$ cat config.mk
export PLATFORM = sky130hd
export DESIGN_NAME = rtttl_ringtone_parser_unit
export DESIGN_NICKNAME = d
export VERILOG_FILES = /design/src/hdl/rtttl_pkg.sv /design/src/hdl/rtttl_divider.sv /design/src/hdl/rtttl_datapath.sv /design/src/hdl/rtttl_controller.sv /design/src/hdl/rtttl_ringtone_parser_unit.sv
export SDC_FILE = /design/constraint.sdc
export NUM_CORES = 2
export LEC_CHECK = 0
export ABC_AREA = 1
export BUFFER_PORTS_ARGS = -buffer_cell sky130_fd_sc_hd__buf_2
export CAP_MARGIN = 20
export CORE_ASPECT_RATIO = 0.8
export CORE_MARGIN = 3
export CORE_UTILIZATION = 60
export DETAILED_ROUTE_END_ITERATION = 10
export PLACE_DENSITY = 0.87
export SYNTH_ARGS = -nofsm -noshare
export SYNTH_HDL_FRONTEND = slang
export SYNTH_SLANG_ARGS = --single-unit
export TNS_END_PERCENT = 100
$ cat constraint.sdc
create_clock -name clock -period 7.1 [get_ports clock]
set_input_delay 0.71 -clock clock [delete_from_list [all_inputs] [get_ports clock]]
set_output_delay 0.71 -clock clock [all_outputs]
set_load 0.05 [all_outputs]
$ cat src/hdl/rtttl_pkg.sv
// rtttl_pkg: shared types and constants for the ringtone parser
// no dependencies
package rtttl_pkg;

   typedef enum logic [3:0] {
      PH_TITLE, PH_HKEY, PH_HEQ, PH_HNUM, PH_HAFTER, PH_NSTART, PH_NDUR,
      PH_SHARP, PH_FLAT, PH_DOT1, PH_OCT, PH_DOT2, PH_SEP, PH_DONE
   } phase_type;

   typedef enum logic [3:0] {
      CS_IDLE, CS_DIV, CS_RESULT, CS_EMIT
   } ctl_state_type;

   localparam logic [1:0] ST_NOTE  = 2'd0;
   localparam logic [1:0] ST_END   = 2'd1;
   localparam logic [1:0] ST_ERROR = 2'd2;

   localparam logic [1:0] CFG_DURATION = 2'd0;
   localparam logic [1:0] CFG_OCTAVE   = 2'd1;
   localparam logic [1:0] CFG_TEMPO    = 2'd2;

   localparam logic [11:0] NUM_64   = 12'd64;
   localparam logic [11:0] NUM_3750 = 12'd3750;
   localparam logic [7:0]  PAUSE    = 8'd48;

   // what the datapath asks of the controller after a beat
   typedef struct packed {
      logic       div_start;   // run the divider
      logic [1:0] n_out;       // results queued for this beat
   } dp_status_type;

   typedef struct packed {
      logic       step;        // apply one input beat
      logic       div_go;      // divider load
      logic       div_done_ack;// write divider result
   } dp_cmd_type;

endpackage

$ cat src/hdl/rtttl_divider.sv
// rtttl_divider: restoring divider, one quotient bit per cycle
// depends on rtttl_pkg
module rtttl_divider
   import rtttl_pkg::*;
(
   input  logic        clock,
   input  logic        reset,
   input  logic        start,
   input  logic [11:0] numer,
   input  logic [7:0]  denom,
   output logic        busy,
   output logic [7:0]  quotient
);
   logic [11:0] q_ff, q_in;
   logic [8:0]  r_ff, r_in;
   logic [7:0]  d_ff, d_in;
   logic [3:0]  cnt_ff, cnt_in;
   logic [8:0]  trial;

   always_comb begin
      q_in = q_ff;
      r_in = r_ff;
      d_in = d_ff;
      cnt_in = cnt_ff;
      trial = {r_ff[7:0], q_ff[11]};
      if (start) begin
         q_in = numer;
         r_in = '0;
         d_in = denom;
         cnt_in = 4'd12;
      end else if (cnt_ff != 4'd0) begin
         cnt_in = cnt_ff - 4'd1;
         if (trial >= {1'b0, d_ff}) begin
            r_in = trial - {1'b0, d_ff};
            q_in = {q_ff[10:0], 1'b1};
         end else begin
            r_in = trial;
            q_in = {q_ff[10:0], 1'b0};
         end
      end
   end

   always_ff @(posedge clock) begin
      if (reset) begin
         cnt_ff <= '0;
      end else begin
         cnt_ff <= cnt_in;
      end
      q_ff <= q_in;
      r_ff <= r_in;
      d_ff <= d_in;
   end

   assign busy = (cnt_ff != 4'd0);
   assign quotient = (d_ff == 8'd0) ? 8'd255 : q_ff[7:0];
endmodule

$ cat src/hdl/rtttl_datapath.sv
// rtttl_datapath: parse state, header values, pending note and result queue
// depends on rtttl_pkg and rtttl_divider
module rtttl_datapath
   import rtttl_pkg::*;
#(
   parameter int MAX_NOTES = 1024
) (
   input  logic          clock,
   input  logic          reset,
   input  dp_cmd_type    cmd,
   output dp_status_type status,
   output logic          div_busy,
   input  logic [7:0]    char_code,
   input  logic          end_of_text,
   input  logic          csr_valid,
   input  logic [1:0]    csr_index,
   input  logic [7:0]    csr_data,
   input  logic          out_sel,
   output logic [1:0]    rsp_status,
   output logic [5:0]    rsp_note,
   output logic [7:0]    rsp_duration,
   output logic [7:0]    rsp_ms_per_64th,
   output logic [9:0]    rsp_note_index,
   output logic          rsp_last
);
   localparam int CW = $clog2(MAX_NOTES + 1);

   phase_type   ph_ff, ph_in;
   logic [7:0]  dd_ff, dd_in, doo_ff, doo_in, dms_ff, dms_in;
   logic [7:0]  cdur_ff, cdur_in, coct_ff, coct_in, cms_ff, cms_in;
   logic [7:0]  acc_ff, acc_in, key_ff, key_in;
   logic [7:0]  pn_ff, pn_in, pd_ff, pd_in, po_ff, po_in;
   logic [CW-1:0] cnt_ff, cnt_in;
   // divider target: 0 none, 1 d, 2 b, 3 note duration
   logic [1:0]  dtgt_ff, dtgt_in;
   logic [11:0] dnum;
   logic        dstart;
   logic [7:0]  quot;
   // two queued results
   logic [1:0]  qst_ff [2], qst_in [2];
   logic [5:0]  qn_ff [2], qn_in [2];
   logic [7:0]  qd_ff [2], qd_in [2];
   logic [9:0]  qi_ff [2], qi_in [2];
   logic        ql_ff [2], ql_in [2];
   logic [1:0]  nout;

   rtttl_divider u_div (
      .clock(clock), .reset(reset), .start(cmd.div_go), .numer(dnum),
      .denom(acc_ff), .busy(div_busy), .quotient(quot)
   );

   function automatic logic is_dig(input logic [7:0] c);
      return (c >= 8'h30) && (c <= 8'h39);
   endfunction

   function automatic logic [7:0] letter(input logic [7:0] c);
      case (c)
         8'h43, 8'h63: return 8'd0;
         8'h44, 8'h64: return 8'd2;
         8'h45, 8'h65: return 8'd4;
         8'h46, 8'h66: return 8'd5;
         8'h47, 8'h67: return 8'd7;
         8'h41, 8'h61: return 8'd9;
         8'h48, 8'h68, 8'h42, 8'h62: return 8'd11;
         default: return PAUSE;
      endcase
   endfunction

   always_comb begin
      logic [7:0] c, nsum;
      logic       endt, run;
      logic [3:0] it;
      logic [CW-1:0] cnt1;
      c = char_code;
      endt = end_of_text || (char_code == 8'd0);
      ph_in = ph_ff; dd_in = dd_ff; doo_in = doo_ff; dms_in = dms_ff;
      cdur_in = cdur_ff; coct_in = coct_ff; cms_in = cms_ff;
      acc_in = acc_ff; key_in = key_ff; pn_in = pn_ff; pd_in = pd_ff;
      po_in = po_ff; cnt_in = cnt_ff; dtgt_in = dtgt_ff;
      qst_in = qst_ff; qn_in = qn_ff; qd_in = qd_ff; qi_in = qi_ff; ql_in = ql_ff;
      nout = 2'd0; dstart = 1'b0; dnum = NUM_64;
      nsum = pn_ff + po_ff;
      cnt1 = cnt_ff + CW'(1);
      if (dtgt_ff == 2'd2) dnum = NUM_3750;

      if (csr_valid) begin
         case (csr_index)
            CFG_DURATION: dd_in = csr_data;
            CFG_OCTAVE:   doo_in = csr_data;
            CFG_TEMPO:    dms_in = csr_data;
            default: ;
         endcase
      end

      if (cmd.div_done_ack) begin
         case (dtgt_ff)
            2'd1: cdur_in = quot;
            2'd2: cms_in = quot;
            2'd3: pd_in = quot;
            default: ;
         endcase
         dtgt_in = 2'd0;
      end

      if (cmd.step) begin
         if (endt) begin
            case (ph_ff)
               PH_TITLE, PH_HKEY, PH_HEQ, PH_HNUM, PH_HAFTER: begin
                  qst_in[0] = ST_ERROR; nout = 2'd1;
               end
               PH_NSTART, PH_NDUR: begin
                  qst_in[0] = ST_END; nout = 2'd1;
               end
               PH_DONE: nout = 2'd0;
               default: begin
                  qst_in[0] = ST_NOTE; nout = 2'd2;
                  qn_in[0] = (nsum > PAUSE) ? 6'd48 : nsum[5:0];
                  qd_in[0] = pd_ff; qi_in[0] = 10'(cnt_ff); ql_in[0] = 1'b0;
                  qst_in[1] = ST_END;
               end
            endcase
            for (int k = 0; k < 2; k++) begin
               if (qst_in[k] != ST_NOTE) begin
                  qn_in[k] = '0; qd_in[k] = '0; qi_in[k] = '0; ql_in[k] = 1'b1;
               end
            end
            ph_in = PH_TITLE; acc_in = '0; key_in = '0; pn_in = '0;
            pd_in = '0; po_in = '0; cnt_in = '0;
         end else begin
            run = 1'b1; it = 4'd0;
            while (run && it < 4'd8) begin
               run = 1'b0; it = it + 4'd1;
               case (ph_in)
                  PH_TITLE: if (c == 8'h3a) begin
                     cdur_in = dd_ff; coct_in = doo_ff; cms_in = dms_ff;
                     ph_in = PH_HKEY;
                  end
                  PH_HKEY: if (c == 8'h3a) ph_in = PH_NSTART;
                     else if (c != 8'h20) begin key_in = c; ph_in = PH_HEQ; end
                  PH_HEQ: if (c != 8'h3d) begin
                        qst_in[0] = ST_ERROR; qn_in[0] = '0; qd_in[0] = '0;
                        qi_in[0] = '0; ql_in[0] = 1'b1; nout = 2'd1; ph_in = PH_DONE;
                     end else begin acc_in = '0; ph_in = PH_HNUM; end
                  PH_HNUM: if (is_dig(c)) acc_in = acc_ff * 8'd10 + (c - 8'h30);
                     else begin
                        if (key_ff == 8'h64) begin dtgt_in = 2'd1; dstart = 1'b1; end
                        else if (key_ff == 8'h6f) coct_in = (acc_ff - 8'd4) * 8'd12;
                        else if (key_ff == 8'h62) begin dtgt_in = 2'd2; dstart = 1'b1; end
                        ph_in = PH_HAFTER; run = 1'b1;
                     end
                  PH_HAFTER: if (c == 8'h2c) ph_in = PH_HKEY;
                     else if (c != 8'h20) begin ph_in = PH_HKEY; run = 1'b1; end
                  PH_NSTART: if (c != 8'h20) begin
                        pd_in = cdur_ff;
                        if (is_dig(c)) begin acc_in = c - 8'h30; ph_in = PH_NDUR; end
                        else begin pn_in = letter(c); po_in = coct_ff; ph_in = PH_SHARP; end
                     end
                  PH_NDUR: if (is_dig(c)) acc_in = acc_ff * 8'd10 + (c - 8'h30);
                     else begin
                        dtgt_in = 2'd3; dstart = 1'b1;
                        pn_in = letter(c); po_in = coct_ff; ph_in = PH_SHARP;
                     end
                  PH_SHARP: begin ph_in = PH_FLAT;
                     if (c == 8'h23) pn_in = pn_ff + 8'd1; else run = 1'b1; end
                  PH_FLAT: begin ph_in = PH_DOT1;
                     if (c == 8'h62) pn_in = pn_ff - 8'd1; else run = 1'b1; end
                  PH_DOT1: begin ph_in = PH_OCT;
                     if (c == 8'h2e) pd_in = pd_ff + {1'b0, pd_ff[7:1]}; else run = 1'b1; end
                  PH_OCT: begin ph_in = PH_DOT2;
                     if (is_dig(c)) po_in = (c - 8'h34) * 8'd12; else run = 1'b1; end
                  PH_DOT2: begin ph_in = PH_SEP;
                     if (c == 8'h2e) pd_in = pd_ff + {1'b0, pd_ff[7:1]}; else run = 1'b1; end
                  PH_SEP: if (c != 8'h20) begin
                        qst_in[0] = ST_NOTE; ql_in[0] = 1'b0;
                        qn_in[0] = (nsum > PAUSE) ? 6'd48 : nsum[5:0];
                        qd_in[0] = pd_ff; qi_in[0] = 10'(cnt_ff);
                        nout = 2'd1; cnt_in = cnt1; ph_in = PH_NSTART;
                        if (32'(cnt1) >= MAX_NOTES) begin
                           qst_in[1] = ST_END; qn_in[1] = '0; qd_in[1] = '0;
                           qi_in[1] = '0; ql_in[1] = 1'b1; nout = 2'd2;
                           ph_in = PH_DONE;
                        end else if (c != 8'h2c) begin
                           // reparse only the start of the next note
                           pd_in = cdur_ff;
                           if (is_dig(c)) begin acc_in = c - 8'h30; ph_in = PH_NDUR; end
                           else begin pn_in = letter(c); po_in = coct_ff; ph_in = PH_SHARP; end
                        end
                     end
                  default: ;
               endcase
            end
         end
      end
      status.div_start = dstart;
      status.n_out = nout;
   end

   always_ff @(posedge clock) begin
      if (reset) begin
         ph_ff <= PH_TITLE;
         dd_ff <= 8'd16; doo_ff <= 8'd24; dms_ff <= 8'd59;
         cdur_ff <= 8'd16; coct_ff <= 8'd24; cms_ff <= 8'd59;
         acc_ff <= '0; key_ff <= '0; pn_ff <= '0; pd_ff <= '0; po_ff <= '0;
         cnt_ff <= '0; dtgt_ff <= '0;
      end else begin
         ph_ff <= ph_in;
         dd_ff <= dd_in; doo_ff <= doo_in; dms_ff <= dms_in;
         cdur_ff <= cdur_in; coct_ff <= coct_in; cms_ff <= cms_in;
         acc_ff <= acc_in; key_ff <= key_in; pn_ff <= pn_in; pd_ff <= pd_in;
         po_ff <= po_in; cnt_ff <= cnt_in; dtgt_ff <= dtgt_in;
      end
      qst_ff <= qst_in; qn_ff <= qn_in; qd_ff <= qd_in; qi_ff <= qi_in; ql_ff <= ql_in;
   end

   assign rsp_status = qst_ff[out_sel];
   assign rsp_note = qn_ff[out_sel];
   assign rsp_duration = qd_ff[out_sel];
   assign rsp_ms_per_64th = cms_ff;
   assign rsp_note_index = qi_ff[out_sel];
   assign rsp_last = ql_ff[out_sel];
endmodule

$ cat src/hdl/rtttl_controller.sv
// rtttl_controller: sequences input beats, divider runs and result beats
// depends on rtttl_pkg
module rtttl_controller
   import rtttl_pkg::*;
(
   input  logic          clock,
   input  logic          reset,
   input  logic          req_valid,
   output logic          req_ready,
   output logic          rsp_valid,
   input  logic          rsp_ready,
   input  dp_status_type status,
   input  logic          div_busy,
   output dp_cmd_type    cmd,
   output logic          out_sel
);
   ctl_state_type st_ff, st_in;
   logic [1:0] left_ff, left_in;
   logic       sel_ff, sel_in;
   logic       div_ff, div_in;

   always_comb begin
      st_in = st_ff; left_in = left_ff; sel_in = sel_ff; div_in = div_ff;
      case (st_ff)
         CS_IDLE: if (req_valid) begin
            div_in = status.div_start;
            left_in = status.n_out;
            sel_in = 1'b0;
            st_in = status.div_start ? CS_DIV : (status.n_out != 2'd0 ? CS_EMIT : CS_IDLE);
         end
         CS_DIV: st_in = CS_RESULT;
         CS_RESULT: if (!div_busy) st_in = (left_ff != 2'd0) ? CS_EMIT : CS_IDLE;
         CS_EMIT: if (rsp_ready) begin
            left_in = left_ff - 2'd1;
            sel_in = 1'b1;
            if (left_ff == 2'd1) st_in = CS_IDLE;
         end
         default: st_in = CS_IDLE;
      endcase
   end

   always_comb begin
      req_ready = (st_ff == CS_IDLE);
      rsp_valid = (st_ff == CS_EMIT);
      out_sel = sel_ff;
      cmd.step = (st_ff == CS_IDLE) && req_valid;
      cmd.div_go = (st_ff == CS_DIV);
      cmd.div_done_ack = (st_ff == CS_RESULT) && !div_busy && div_ff;
   end

   always_ff @(posedge clock) begin
      if (reset) begin
         st_ff <= CS_IDLE; left_ff <= '0; sel_ff <= 1'b0; div_ff <= 1'b0;
      end else begin
         st_ff <= st_in; left_ff <= left_in; sel_ff <= sel_in; div_ff <= div_in;
      end
   end
endmodule

$ cat src/hdl/rtttl_ringtone_parser_unit.sv
// Ringtone text parser. One character beat is taken when the block is idle.
// A plain character leaves the block idle; a beat that closes a d=, b= or note
// duration value runs the shared 12-step divider, and the next beat is taken
// only once it is done; each result beat then waits on rsp_ready. Configuration
// is taken any time.
// depends on rtttl_pkg, rtttl_controller, rtttl_datapath
module rtttl_ringtone_parser_unit
   import rtttl_pkg::*;
#(
   parameter int MAX_NOTES = 1024
) (
   input  logic       clock,
   input  logic       reset,
   input  logic       req_valid,
   output logic       req_ready,
   input  logic [7:0] req_char_code,
   input  logic       req_end_of_text,
   output logic       rsp_valid,
   input  logic       rsp_ready,
   output logic [1:0] rsp_status,
   output logic [5:0] rsp_note,
   output logic [7:0] rsp_duration,
   output logic [7:0] rsp_ms_per_64th,
   output logic [9:0] rsp_note_index,
   output logic       rsp_last,
   input  logic       csr_valid,
   output logic       csr_ready,
   input  logic [1:0] csr_index,
   input  logic [7:0] csr_data
);
   dp_cmd_type    cmd;
   dp_status_type status;
   logic          div_busy, out_sel;

   assign csr_ready = 1'b1;

   rtttl_controller u_ctl (
      .clock(clock), .reset(reset), .req_valid(req_valid), .req_ready(req_ready),
      .rsp_valid(rsp_valid), .rsp_ready(rsp_ready), .status(status),
      .div_busy(div_busy), .cmd(cmd), .out_sel(out_sel)
   );

   rtttl_datapath #(.MAX_NOTES(MAX_NOTES)) u_dp (
      .clock(clock), .reset(reset), .cmd(cmd), .status(status), .div_busy(div_busy),
      .char_code(req_char_code), .end_of_text(req_end_of_text),
      .csr_valid(csr_valid), .csr_index(csr_index), .csr_data(csr_data),
      .out_sel(out_sel), .rsp_status(rsp_status), .rsp_note(rsp_note),
      .rsp_duration(rsp_duration), .rsp_ms_per_64th(rsp_ms_per_64th),
      .rsp_note_index(rsp_note_index), .rsp_last(rsp_last)
   );
endmodule

==> results.toml, run 1 <==
[placement]
dp_cells = 7404
globalplace.congestion = 1.33
io_buffers = 60
dp_hpwl_um = 124000

[cts]
ctsLongestPathBuffers = 2
htreeDepth = 4
clock-root-buffer = "clkbuf_16"
cts.sinks = 197
cts-buffers-inserted = 17

[global_routing]
grt_overflow = 545
grt_max_degree = 118
grt_use_total_pct = 82.7

[yosys]
ys_types = 74
yosysTopAreaCell = "nand2_1"
synth_area_per_cell_um2 = 5.45
synthesis.area_um2 = 34300
syn_nets = 6386
synth_top_area_share_pct = 17.0
async_flop_share_pct = 0
syn-instance-count = 6296
synthFlopType = "dfxtp_1"
synth_area_leaders = "nand2_1 (17%), o21ai_0 (12%), a21oi_1 (7.8%)"
yosys_warnings = 0
synth_edf_count = 74
synth_seq_cells = 197
yosysSeqAreaShare_pct = 13.7

[status]
status = "aborted with a tool error"
stop_error = "[ERROR GRT-0232] Routing congestion too high. Check the congestion heatmap in the GUI."
stop_stage = "global routing (5_1_grt)"

[die]
die-height_um = 220
rows = 77
start_util_pct = 61.4
io_pins = 62
dieWidth_um = 273
[per-layer routing]
metal,track usage (%),overflow
met1,81.5,104
met2,90.2,186
met3,78.5,88
met4,78.1,151
met5,76.2,16
[timing repair]
| action | 4_1_cts |
|---|---|
| setup endpoints to repair | 113 |
| setup buffers | 8 |
| pin swaps | 8 |
| cloned | 2 |
| resized for setup | 20 |
| hold buffers | 0 |
[synthesized netlist by cell type (14+ instances only)]
cell and instances:
clkinv_1 14, buf_1 43, o21ai_1 127, a31oi_1 47
or2_2 20, a211oi_1 35, ha_1 59, o221ai_1 27
o32ai_1 29, a221oi_1 25, inv_1 693, nand3_2 26
nand3_1 406, inv_2 51, nand2_4 19, a21oi_1 534
o31ai_1 30, o21ai_0 837, nor2_4 15, nor3_1 41
o22ai_1 107, clkbuf_1 310, nand2_1 1549, o2111ai_1 23
edfxtp_1 74, dfxtp_1 123, xor2_1 32, nor2_1 505
nor2_2 23, o211ai_1 169, nand4_1 78, nand2_2 27
a22oi_1 46
[kinds of logic after synthesis]
group           synth area share [%]
compound gates                  34.9
mux                           0.0584
other cells                   0.0109
buf+inv                         12.6
flops                           13.7
simple gates                    35.1
fa+ha+maj                       2.56
xor+xnor                        1.12
[metrics by stage]
step,setup WS [ns],utilization [%],instance area [µm²]
floorplan,0.366,-,34300
global placement,-0.115,70.6,39400
detailed placement,-0.505,70.6,39400
CTS,0.00718,71.9,40200
==> run 2, diff against run 1 <==
Settings changed: CORE_ASPECT_RATIO 0.8 to not set, CORE_UTILIZATION 60 to 40, PLACE_DENSITY 0.87 to not set, PLACE_DENSITY_LB_ADDON set to 0.15.
Clock period 7.1 ns to 9.23 ns, I/O delays scaled along.
==> run 2 against run 1 <==
Compared with the run above: the flow now finishes without violations; synthesized area did not move; synthesized cell count did not move.
==> results.toml, run 2 <==
[status]
status = "finished, final reports clean"

[sta]
setup_slack_ns = 0.512
hold_viol = 0
max_freq_mhz = 115
relSlewSlack_pct = 19.3
rsz0062_at_grt = "no"
fin_skew_ns = 0.0479
worst_pin_slew_ns = 1.20
finalSetupTns_ns = 0
fin_crit_ns = 8.72
setup_viol = 0
finalCritPeriodShare_pct = 94.5
finalMaxSlewViolations = 0

[pwr]
peakVddDrop_v = 0.000188
power_density_nw_per_um2 = 96.1
p_leak_nw = 17.2

[setup_path]
startpoint = "req_char_code[1]"
rrSetupSlack_ns = 0.58
cp-end-kind = "flip-flop"
rr_worst_depth = 47
r2r_end = "u_ctl.st_ff[0]"
arrival_ns = 9.17
rr_startpoint = "u_dp.cnt_ff[1]"
crit_slowest_cell = "nor3_1"
critPathMaxFanout = 14
crit_type = "in -> reg"
crit_top_cell = "nor2_1"
cp-start-kind = "input pin"
critPathMaxStageDelay_ns = 0.33
critPathRequiredTime_ns = 9.68

[routing]
drt_iter0_drc = 7499
ant_nets = 0
drc = 0
routedWlPerCell_um = 27.4
avgViaCountPerCell = 6.48
num_vias = 48000
first_pass_iters = 8
drt_wl_total_um = 203000

[global_routing]
grt_antenna_before_repair = 8
grt_pass1_wl_um = 290000
grt_overflow = 0
grt_pass1_vias = 42400
grt_max_degree = 79
grt_use_total_pct = 43.1

[min_path]
hp-class = "reg -> reg"
min_to = "u_dp.dd_ff[6]"
min_delay_path_depth = 2
holdCritStartpoint = "u_dp.dd_ff[6]"

[cts]
clk_pin_slew_ns = 0.09
cts_tree = "done"
clk_latency_ns = 0.58
cts-buffers-inserted = 17
hold_buffers = 0
ctsLongestPathBuffers = 2
htreeDepth = 4
clock-root-buffer = "clkbuf_16"
cts.sinks = 197

[layout]
area_growth_pct = 8.82
largest_reg_flops = 20
reg_top3 = "u_dp.qi_ff x20, u_dp.qd_ff x16"
regMostFlops = "u_dp.qi_ff"
final_cell_mix = "nand2_1 (1547), o21ai_0 (837), inv_1 (685), a21oi_1 (533), nor2_1 (498)"
fillers = 9534
drive_gt1_share_pct = 9.36
layout_commonest_cell = "nand2_1"
final_net_count = 6346
fin_util_pct = 44.2

[yosys]
netlist_top_cells_count = "nand2_1 (1549), o21ai_0 (837), inv_1 (693)"
syn-instance-count = 6296
yosysSeqAreaShare_pct = 13.7
synth_top_area_share_pct = 17.0
yosysMostFrequentCell = "nand2_1"
synthesis.area_um2 = 34300
synth_area_per_cell_um2 = 5.45
yosys_warnings = 0
syn_nets = 6386
ys_types = 74
async_flop_share_pct = 0
synth_seq_cells = 197
synthFlopType = "dfxtp_1"
yosysTopAreaCell = "nand2_1"
synth_edf_count = 74
synth_area_leaders = "nand2_1 (17%), o21ai_0 (12%), a21oi_1 (7.8%)"

[die]
start_util_pct = 40.7
die-height_um = 299
dieWidth_um = 299
core_area_um2 = 84400
die_area_um2 = 89300
rows = 106
io_pins = 62

[placement]
globalplace.congestion = 1.10
io_buffers = 60
place_ws_ns = 0.171
dp_hpwl_um = 145000

[job]
max-cap-violations = 0
==> run 2: critical path: cells and delay by family <==
| kind | cells | cell delay (ns) |
|---|---|---|
| and+or+nand+nor | 26 | 4.04 |
| buffers and inverters | 14 | 2.36 |
| AOI/OAI and AO/OA | 7 | 1.50 |
| adders and majority gates | 1 | 0.32 |
==> run 2: repair_timing <==
| action | 4_1_cts | 5_1_grt |
|---|---|---|
| endpoints found under the hold margin | 0 | 0 |
| setup endpoints to repair | 0 | 5 |
| setup buffers | 0 | 1 |
| gates resized for setup | 0 | 1 |
==> run 2: kinds of logic after synthesis <==
group           Yosys count  share of synthesized area, %
mux                       2                        0.0584
flops                   197                          13.7
xor+xnor                 44                          1.12
other cells               1                        0.0109
simple gates           2759                          35.1
buf+inv                1133                          12.6
compound gates         2094                          34.9
fa+ha+maj                66                          2.56
==> run 2: per-layer routing <==
layer  share of wire, %  track usage (%)  wire (µm)
met1                 38             56.0      77100
met2                 41             63.3      82400
met3                 15             13.6      29500
met4                6.7             23.3      13500
met5              0.016                0         33
==> run 2: worst max-delay path by stage <==
stage,to,depth (start not counted)
after floorplan,u_dp.qn_ff[7],58
after global placement,u_dp.pn_ff[6],54
after detailed placement,u_dp.pn_ff[6],54
after CTS,u_dp.pn_ff[6],54
after global routing,u_ctl.st_ff[0],51
final,u_ctl.st_ff[0],48
==> run 2: stage by stage <==
stage / power (W) / hold WS (ns) / area (µm²) / std cells
after global routing: 0.00377 / 0.476 / 37300 / 7403
after global placement: 0.00263 / 0.440 / 36600 / 7367
after detailed placement: 0.00264 / 0.440 / 36700 / 7369
after CTS: 0.00355 / 0.454 / 37300 / 7401
after floorplan: 0.00219 / 0.420 / 34300 / 6296
final: 0.00358 / 0.452 / 37300 / 7405
==> run 2: area by class of cell <==
type | count | area, µm² | share of cell area [%]
clock buffer | 19 | 475 | 1.27
sequential | 197 | 4690 | 12.6
clock inverter | 13 | 168 | 0.449
inverter | 760 | 2860 | 7.67
timing repair buffer | 314 | 2310 | 6.20
multi-input combinational | 4966 | 25400 | 68.0
tap | 1134 | 1420 | 3.80
antenna | 2 | 5.00 | 0.0134
==> run 2: where the power goes <==
part           total [W]  internal, W  switching (W)
Clock           0.000914     0.000403       0.000511
Sequential       0.00120      0.00109       0.000106
Combinational    0.00147     0.000420        0.00105
No activity file was read; power rests on OpenSTA's default activity.
